File: src/rtl/ukfq_pkg.sv
// Package for the unique-key FIFO queue.
// Holds the queue depth, derived widths, action and status codes and the cell control struct.
// No dependencies.
package ukfq_pkg;

  localparam int QUEUE_DEPTH = 16;
  localparam int IDX_W       = $clog2(QUEUE_DEPTH);
  localparam int CNT_W       = $clog2(QUEUE_DEPTH + 1);
  localparam int PCMP_W      = (CNT_W > 8) ? CNT_W : 8;

  localparam int KEY_W   = 16;
  localparam int VALUE_W = 32;
  localparam int POS_W   = 8;
  localparam int TOTAL_W = 5;

  localparam int IN_DATA_W  = 64;
  localparam int OUT_DATA_W = 56;

  typedef logic [KEY_W-1:0]   key_t;
  typedef logic [VALUE_W-1:0] value_t;

  typedef enum logic [1:0] {
    ACT_INSERT = 2'd0,
    ACT_POP    = 2'd1,
    ACT_PEEK   = 2'd2,
    ACT_READ   = 2'd3
  } action_t;

  typedef enum logic [1:0] {
    ST_OK    = 2'd0,
    ST_EMPTY = 2'd1,
    ST_DUP   = 2'd2,
    ST_FULL  = 2'd3
  } status_t;

  typedef struct packed {
    logic shift;
    logic load;
    logic occupied;
  } cell_ctl_t;

endpackage

File: src/rtl/ukfq_cell.sv
// One queue slot: holds a key and value pair and compares its key with a lookup key.
// Depends on ukfq_pkg.
module ukfq_cell import ukfq_pkg::*; (
  input  logic      clk,
  input  cell_ctl_t ctl,
  input  key_t      ins_key,
  input  value_t    ins_value,
  input  key_t      next_key,
  input  value_t    next_value,
  input  key_t      cmp_key,
  output key_t      cell_key,
  output value_t    cell_value,
  output logic      match
);

  key_t   key_r;
  value_t value_r;

  // advance toward the head on a pop, otherwise take the inserted pair on a load
  always_ff @(posedge clk) begin
    if (ctl.shift) begin
      key_r   <= next_key;
      value_r <= next_value;
    end else if (ctl.load) begin
      key_r   <= ins_key;
      value_r <= ins_value;
    end
  end

  assign cell_key   = key_r;
  assign cell_value = value_r;
  assign match      = ctl.occupied && (key_r == cmp_key);

endmodule

File: src/rtl/unique_key_fifo_queue.sv
// Top level of the unique-key FIFO queue: a row of slot cells, an entry counter and
// an output register. Depends on ukfq_pkg and ukfq_cell.
//
// Each request word gives exactly one result word. Every cell compares its key with
// the request key in parallel and on a pop all cells shift one place toward the head
// in the same edge, so a new word is taken every cycle while the result register is
// free or being drained; the result is registered and appears in the cycle after
// acceptance. Reset clears only the count and output valid; the queue starts empty.
module unique_key_fifo_queue import ukfq_pkg::*; (
  input  logic                  clk,
  input  logic                  rst_n,
  input  logic                  in_tvalid,
  output logic                  in_tready,
  // [1:0] action, [17:2] key, [49:18] value, [57:50] position, [63:58] zero
  input  logic [IN_DATA_W-1:0]  in_tdata,
  output logic                  out_tvalid,
  input  logic                  out_tready,
  // [1:0] status, [17:2] out_key, [49:18] out_value, [54:50] entry_total, [55] zero
  output logic [OUT_DATA_W-1:0] out_tdata
);

  action_t            act;
  key_t               req_key;
  value_t             req_value;
  logic [POS_W-1:0]   req_pos;

  logic               in_accept;
  logic [CNT_W-1:0]   count_r, count_nxt;
  logic               out_valid_r;
  logic [OUT_DATA_W-1:0] out_data_r;

  key_t               cell_key   [QUEUE_DEPTH];
  value_t             cell_value [QUEUE_DEPTH];
  logic [QUEUE_DEPTH-1:0] match_vec;

  logic               dup;
  logic               full;
  logic               empty;
  logic               ins_ok;
  logic               pop_ok;
  logic [PCMP_W-1:0]  pos_ext;
  logic [PCMP_W-1:0]  cnt_ext;
  logic               pos_ok;
  logic [IDX_W-1:0]   rd_idx;

  status_t            st_nxt;
  key_t               rk_nxt;
  value_t             rv_nxt;

  assign act       = action_t'(in_tdata[1:0]);
  assign req_key   = in_tdata[17:2];
  assign req_value = in_tdata[49:18];
  assign req_pos   = in_tdata[57:50];

  assign in_tready = !out_valid_r || out_tready;
  assign in_accept = in_tvalid && in_tready;

  assign dup     = |match_vec;
  assign full    = (count_r == CNT_W'(QUEUE_DEPTH));
  assign empty   = (count_r == '0);
  assign ins_ok  = in_accept && (act == ACT_INSERT) && !dup && !full;
  assign pop_ok  = in_accept && (act == ACT_POP) && !empty;

  assign pos_ext = PCMP_W'(req_pos);
  assign cnt_ext = PCMP_W'(count_r);
  assign pos_ok  = (pos_ext != '0) && (pos_ext <= cnt_ext);
  assign rd_idx  = IDX_W'(pos_ext - PCMP_W'(1));

  for (genvar i = 0; i < QUEUE_DEPTH; i++) begin : g_cell
    cell_ctl_t ctl;
    key_t      nk;
    value_t    nv;

    assign ctl.shift    = pop_ok;
    assign ctl.load     = ins_ok && (count_r == CNT_W'(i));
    assign ctl.occupied = (CNT_W'(i) < count_r);

    if (i < QUEUE_DEPTH - 1) begin : g_mid
      assign nk = cell_key[i+1];
      assign nv = cell_value[i+1];
    end else begin : g_last
      assign nk = '0;
      assign nv = '0;
    end

    ukfq_cell u_cell (
      .clk        (clk),
      .ctl        (ctl),
      .ins_key    (req_key),
      .ins_value  (req_value),
      .next_key   (nk),
      .next_value (nv),
      .cmp_key    (req_key),
      .cell_key   (cell_key[i]),
      .cell_value (cell_value[i]),
      .match      (match_vec[i])
    );
  end

  always_comb begin
    st_nxt    = ST_OK;
    rk_nxt    = '0;
    rv_nxt    = '0;
    count_nxt = count_r;
    case (act)
      ACT_INSERT: begin
        if (dup) begin
          st_nxt = ST_DUP;
        end else if (full) begin
          st_nxt = ST_FULL;
        end else begin
          count_nxt = count_r + CNT_W'(1);
        end
      end
      ACT_POP: begin
        if (empty) begin
          st_nxt = ST_EMPTY;
        end else begin
          rk_nxt    = cell_key[0];
          rv_nxt    = cell_value[0];
          count_nxt = count_r - CNT_W'(1);
        end
      end
      ACT_PEEK: begin
        if (empty) begin
          st_nxt = ST_EMPTY;
        end else begin
          rk_nxt = cell_key[0];
          rv_nxt = cell_value[0];
        end
      end
      ACT_READ: begin
        if (!pos_ok) begin
          st_nxt = ST_EMPTY;
        end else begin
          rk_nxt = cell_key[rd_idx];
          rv_nxt = cell_value[rd_idx];
        end
      end
      default: begin
        st_nxt = ST_EMPTY;
      end
    endcase
  end

  always_ff @(posedge clk) begin
    if (!rst_n) begin
      count_r     <= '0;
      out_valid_r <= 1'b0;
    end else if (in_accept) begin
      count_r     <= count_nxt;
      out_valid_r <= 1'b1;
    end else if (out_tready) begin
      out_valid_r <= 1'b0;
    end
  end

  always_ff @(posedge clk) begin
    if (in_accept) begin
      out_data_r <= {1'b0, TOTAL_W'(count_nxt), rv_nxt, rk_nxt, st_nxt};
    end
  end

  assign out_tvalid = out_valid_r;
  assign out_tdata  = out_data_r;

  a_count_bound: assert property (@(posedge clk) disable iff (!rst_n)
    count_r <= CNT_W'(QUEUE_DEPTH))
    else $error("entry count above queue depth");

  a_insert_grows: assert property (@(posedge clk) disable iff (!rst_n)
    ins_ok |=> count_r == CNT_W'($past(count_r) + CNT_W'(1)))
    else $error("accepted insert did not grow the queue");

  a_pop_shrinks: assert property (@(posedge clk) disable iff (!rst_n)
    pop_ok |=> count_r == CNT_W'($past(count_r) - CNT_W'(1)))
    else $error("accepted pop did not shrink the queue");

  a_reads_hold: assert property (@(posedge clk) disable iff (!rst_n)
    in_accept && (act == ACT_PEEK || act == ACT_READ) |=> $stable(count_r))
    else $error("peek or position read changed the entry count");

  a_result_follows: assert property (@(posedge clk) disable iff (!rst_n)
    $rose(out_valid_r) |-> $past(in_accept))
    else $error("result word without an accepted request");

endmodule
File: config.mk
export PLATFORM = sky130hd
export DESIGN_NAME = unique_key_fifo_queue
export DESIGN_NICKNAME = d
export VERILOG_FILES = /design/src/rtl/ukfq_pkg.sv /design/src/rtl/ukfq_cell.sv /design/src/rtl/unique_key_fifo_queue.sv
export SDC_FILE = /design/constraint.sdc
export NUM_CORES = 2
export LEC_CHECK = 0
export BUFFER_PORTS_ARGS = -buffer_cell sky130_fd_sc_hd__clkbuf_2
export CAP_MARGIN = 10
export CORE_UTILIZATION = 50
export CTS_BUF_LIST = sky130_fd_sc_hd__clkbuf_16
export DETAILED_ROUTE_END_ITERATION = 10
export PLACE_DENSITY = 0.69
export SLEW_MARGIN = 20
export SYNTH_ARGS = -nofsm -noshare
export SYNTH_HDL_FRONTEND = slang
export SYNTH_SLANG_ARGS = --single-unit
File: constraint.sdc
create_clock -name clk -period 3.6 [get_ports clk]
set_input_delay 0.18 -clock clk [delete_from_list [all_inputs] [get_ports clk]]
set_output_delay 0.18 -clock clk [all_outputs]
set_load 0.005 [all_outputs]
**After elaboration in Yosys (flattened, before gate mapping)**

Index checks and enable logic that the tools add are counted.

- Flip-flop bits (word level): 829
- Bits in latches: 0
- Bits in writable memories: 0
- Memory bits (read-only): 0
- Input bits: 68
- Output and inout port bits: 58
- Logic and storage cells: 240
- Memories: 0

- Add/sub/neg operators: 3
- $mul: 0
- Div/mod/pow operators: 0
- Order comparisons: 18
- Equal/unequal tests: 35
- Shifts and indexed selects: 0
- Muxes and demuxes: 83
- Bitwise logic cells: 1
- Reductions and logical operators: 65

Operators by type and width:

| cell | count |
|---|---|
| 32-bit 2-to-1 mux | 34 |
| 16-bit 2-to-1 mux | 34 |
| 16-bit equality test | 16 |
| 32-bit binary-select mux with 4-bit select | 1 |
| 16-bit binary-select mux with 4-bit select | 1 |
| 32-bit one-hot mux with 2 select lines | 1 |
| 5-bit by 4-bit equality test with 1-bit output (second input constant) | 8 |
| 4-bit by 5-bit less-than comparator with 1-bit output (first input constant) | 8 |
| 1-bit logical AND | 39 |
| 16-bit one-hot mux with 2 select lines | 1 |
| 2-bit nonzero test | 16 |
| 5-bit by 3-bit equality test with 1-bit output (second input constant) | 4 |
| 3-bit by 5-bit less-than comparator with 1-bit output (first input constant) | 4 |
| 16-bit OR reduction | 1 |
| 5-bit 2-to-1 mux | 3 |
| 5-bit by 2-bit equality test with 1-bit output (second input constant) | 2 |
| 1-bit by 5-bit less-than comparator with 1-bit output (first input constant) | 2 |
| 2-bit by 5-bit less-than comparator with 1-bit output (first input constant) | 2 |
| 5-bit one-hot mux with 2 select lines | 1 |
| 8-bit by 5-bit less-or-equal comparator with 1-bit output | 1 |
| 8-bit nonzero test | 1 |
| 2-bit one-hot mux with 3 select lines | 1 |
| 5-bit by 1-bit adder with 5-bit output (second input constant) | 1 |
| 5-bit by 1-bit equality test with 1-bit output (second input constant) | 1 |
| 14 further kinds | 22 |

**Depth between registers and ports, before layout**

- Word-level depth: 9
- Depth in mapped cells: 15
- Mapped depth without buffers: 10

**Hierarchy**

A second synthesis with hierarchy kept.

- Cell total of the unflattened synthesis: 2,564
- Area total of the unflattened synthesis: 44,312.5 µm²

Modules (own cells, without submodules):

| module | instances | cells each | area an instance (µm²) | sequential area each (µm²) |
|---|---|---|---|---|
| ukfq_cell | 16 | 124 | 2,197.1 | 1,441.4 |
| unique_key_fifo_queue | 1 | 580 | 9,158.8 | 1,771.7 |

**Worst setup path before layout**

OpenSTA, ideal clock, no wires.

- Path type: reg2reg
- Start: register count_r[0]
- End: register g_cell[7].u_cell.key_r[0] (enable)
- Setup time: 0.409 ns
- Data arrival time: 3.397 ns
- Required time: 3.191 ns
- Setup slack: -0.207 ns
- Stages on the path, launching flop included: 13
- Buffers on the path: 6
- Clock period less this slack: 3.807 ns
- Cells stage by stage: dfxtp_1 buf_2 inv_2 ha_1 buf_2 nand2_1 nand2_1 nor2_1 buf_2 buf_2 buf_2 buf_1 a31o_1

- Longest elaborated chain between the ends: 8
- Elaborated cells on any way between the ends: 44
- Classes of those cells: order compare: 16; eq/ne: 2; reduce/logical: 26

Ends and longest elaborated chain:

| what | RTL line | text |
|---|---|---|
| start: declaration | unique_key_fifo_queue.sv:28 | `logic [CNT_W-1:0] count_r, count_nxt;` |
| start signal: assignment | unique_key_fifo_queue.sv:151 | `count_r <= count_nxt;` |
| 1-bit by 5-bit less-than comparator with 1-bit output (tied with other cells) | unique_key_fifo_queue.sv:76 | `assign ctl.occupied = (CNT_W'(i) < count_r);` |
| 1-bit logical AND | ukfq_cell.sv:32 | `assign match = ctl.occupied && (key_r == cmp_key);` |
| 16-bit OR reduction | unique_key_fifo_queue.sv:58 | `assign dup = \|match_vec;` |
| 1-bit zero test | unique_key_fifo_queue.sv:61 | `assign ins_ok = in_accept && (act == ACT_INSERT) && !dup && !full;` |
| 1-bit logical AND (2 in a row) | unique_key_fifo_queue.sv:61 |  |
| 1-bit logical AND | unique_key_fifo_queue.sv:75 | `assign ctl.load = ins_ok && (count_r == CNT_W'(i));` |
| 2-bit nonzero test (no line) * | n/a |  |
| end signal: assignment | ukfq_cell.sv:22 | `key_r <= next_key;` |
| end signal: assignment | ukfq_cell.sv:25 | `key_r <= ins_key;` |
| end: declaration | ukfq_cell.sv:16 | `key_t key_r;` |

Mark *: on every way between the ends. The rest lies on a longest branch, timed or not.
A chain may end at the register's enable or synchronous reset.

**Worst setup path after layout**

- Start: register g_cell[2].u_cell.key_r[15]
- End: register g_cell[12].u_cell.value_r[28] (enable)

- Longest elaborated chain between the ends: 8

Ends and longest elaborated chain:

| what | RTL line | text |
|---|---|---|
| start: declaration | ukfq_cell.sv:16 |  |
| start signal: assignment | ukfq_cell.sv:22 |  |
| start signal: assignment | ukfq_cell.sv:25 |  |
| 16-bit equality test | ukfq_cell.sv:32 |  |
| 1-bit logical AND | ukfq_cell.sv:32 |  |
| 16-bit OR reduction | unique_key_fifo_queue.sv:58 |  |
| 1-bit zero test | unique_key_fifo_queue.sv:61 |  |
| 1-bit logical AND (2 in a row) | unique_key_fifo_queue.sv:61 |  |
| 1-bit logical AND | unique_key_fifo_queue.sv:75 |  |
| 2-bit nonzero test (no line) | n/a |  |
| end signal: assignment | ukfq_cell.sv:23 | `value_r <= next_value;` |
| end signal: assignment | ukfq_cell.sv:26 | `value_r <= ins_value;` |
| end: declaration | ukfq_cell.sv:17 | `value_t value_r;` |

No other way between the ends.

==> results.ini <==
[worst_setup_path]
critPathKind=reg -> reg
path_max_fanout=9
crit_arrival_ps=3760
cp-end-kind=flop
worst_setup_path_start_kind=flop
required_ps=3940

[place]
port_buffers=118
dp_hpwl_um=85100
dp.cells=4140
gp_congestion=1.03

[sta]
setup-tns-final_ps=0
fmax_mhz=293
timing.final.hold_violations=0
layout_min_cycle_time_ps=3420
period_share_pct=94.9
relSlewSlack_pct=24.4
setup_viol=0
drv_slew=0
rsz0062_at_grt=no
clock_skew_ps=39.7
worst_pin_slew_ps=1130

[floorplanning]
dieArea_um2=85700
fp.dieW_um=293
io_pins=126
core_um2=83700
start_util_pct=50.5
die_height_um=293
rows=106

[layout]
post-route-util_pct=58.0
final_layout_size_suffix_gt1_share_pct=21.0
syn_to_final_growth_pct=14.9
finalNonFillerCells=4343
fillCellCount=6556
layout.nets=3216

[synth]
synth_area_leaders=edfxtp_1, a21o_1, mux4_2
synth_top_flop_cell=edfxtp_1
synth_cell_types=59
ys_async_sr_fraction_pct=0
synth_edf_count=775
synthesis.area_um2=42200
synth_nets=3046
synth.most_common_cell=edfxtp_1
yosys-top-cells-count=edfxtp_1, a21o_1, mux4_2
syn_area_per_cell_um2=14.3
synth_seq_cells=829
synthDominantCellAreaShare_pct=55.1
synth_warnings=0
yosys.area.top_type=edfxtp_1
ys_seq_area_share_pct=57.6
synth_cells=2963

[power_and_ir_drop]
max-vdd-ir-drop_uv=420
power.density_nw_per_um2=492
p_leak_nw=20.5

[clock_tree]
clk_latency_ps=650
cts_sinks=829
h-tree-depth=3
cts_tree=yes
post_cts_buffers=0
cts_buffers=89
root_buffer=clkbuf_16
cts.clk_slew.worst_paths_ps=60
clock_path_buffers=3

[worst_hold_path]
hold_path_class=in -> reg

[detailed_routing]
dr.pass1.iters=6
vias=27900
wl_per_cell_um=29.4
ant_nets=0
wirelength_um=128000
vias_per_cell=6.41
drt_iter0_drc=3641
drc_errors=0

[run_status]
outcome=finished clean

[grt]
grt_antenna_before_repair=2
grt_max_degree=73
grt_util_all_layers_pct=30.0
grt_overflow_total=0
grt_pass1_wl_um=189000
grt_pass1_vias=28000

[flow_run]
maxCapViolCount=0

==> power breakdown <==
group	switching, mW	internal [mW]
sequential	0.206	11.0
clock	3.98	5.57
combinational	1.82	1.33
total	6.01	17.9
==> layout make-up <==
cell class	count	area, µm²	share of cell area [%]
diodes	1	2.50	0.00515
clock buffers	90	2250	4.64
clock inverters	76	772	1.59
inverters	15	57.6	0.119
multi-input cells	1848	16600	34.3
flip-flops and latches	829	24400	50.2
well taps	1134	1420	2.92
repair buffers	350	3050	6.27
==> placed cells by master (no fill, tap or decap), types with 19 or more instances in the layout <==
cell type      count
edfxtp_1         775
a21o_1           722
mux4_2           192
buf_4            147
mux2i_1          145
xnor2_1          136
xor2_1           121
clkbuf_2         117
nand2_1          115
nor2_1           109
clkbuf_16         90
dfxtp_1           54
a32oi_1           49
buf_12            49
nor2b_1           46
dlygate4sd3_1     36
nand4_1           30
inv_1             28
nor4_1            26
nand3_1           22
clkinv_1          19
==> worst paths after layout <==
check,depth (start not counted),to,slack (ps),from
setup / recovery,10,g_cell[12].u_cell.cell_value[28]$_DFFE_PP_,180,g_cell[2].u_cell.cell_key[15]$_DFFE_PP_
hold reg to reg,2,g_cell[15].u_cell.cell_value[26]$_SDFFE_PP0P_,530,g_cell[15].u_cell.cell_value[26]$_SDFFE_PP0P_
setup reg to reg,10,g_cell[12].u_cell.cell_value[28]$_DFFE_PP_,180,g_cell[2].u_cell.cell_key[15]$_DFFE_PP_
hold / removal,3,g_cell[15].u_cell.cell_key[9]$_SDFFE_PP0P_,90,in_tdata[11]
==> flip-flops by register name, indices dropped and copies added (netlist names) <==
| signal | count |
|---|---|
| count_r | 5 |
| g_cell.u_cell.cell_key | 256 |
| g_cell.u_cell.cell_value | 512 |
| out_tdata | 55 |
| out_tvalid | 1 |
==> per-layer routing <==
metal / global-route usage [%] / part of all wire, % / up-vias
met5: 0 / 0.0094 / -
met4: 9.28 / 3.0 / 2
met3: 5.54 / 9.5 / 245
met2: 48.0 / 47 / 1442
met1: 41.6 / 40 / 14400
li1: - / - / 11800
==> metrics by stage <==
step	power (mW)	setup WS (ps)	area, µm²	hold WS (ps)
2_1_floorplan	13.3	-196	42300	296
3_3_place_gp	14.4	142	45200	419
3_5_place_dp	14.5	216	45200	424
4_1_cts	24.0	289	48500	49.2
5_1_grt	24.5	119	48500	123
6_report	23.9	183	48500	87.2
==> worst max-delay path, stage by stage (launching register included) <==
cell and delay (ps):
edfxtp_1 440, xor2_1 470, nor4_1 150, nand3_1 130
o22ai_1 150, nor4_4 500, nand2_2 110, nor2_2 200
buf_4 200, a41o_2 480, buf_4 280
==> repair_timing <==
action | in CTS | in global routing
hold buffers | 36 | 0
resized for setup | 0 | 0
endpoints found under the hold margin | 39 | 0
==> kinds of logic (layout without fill, tap and decap cells) <==
group	after synthesis	in the layout	synth area share, %
buffers and inverters	286	531	3.23
AOI/OAI and AO/OA	847	847	15.2
other	1	2	0.00888
DFF	829	829	57.6
xor gates and xnor gates	260	260	5.39
and+or+nand+nor	388	388	4.43
muxes	337	337	13.7
adders and majority gates	15	15	0.444
Power figures use the tool's default switching activity.
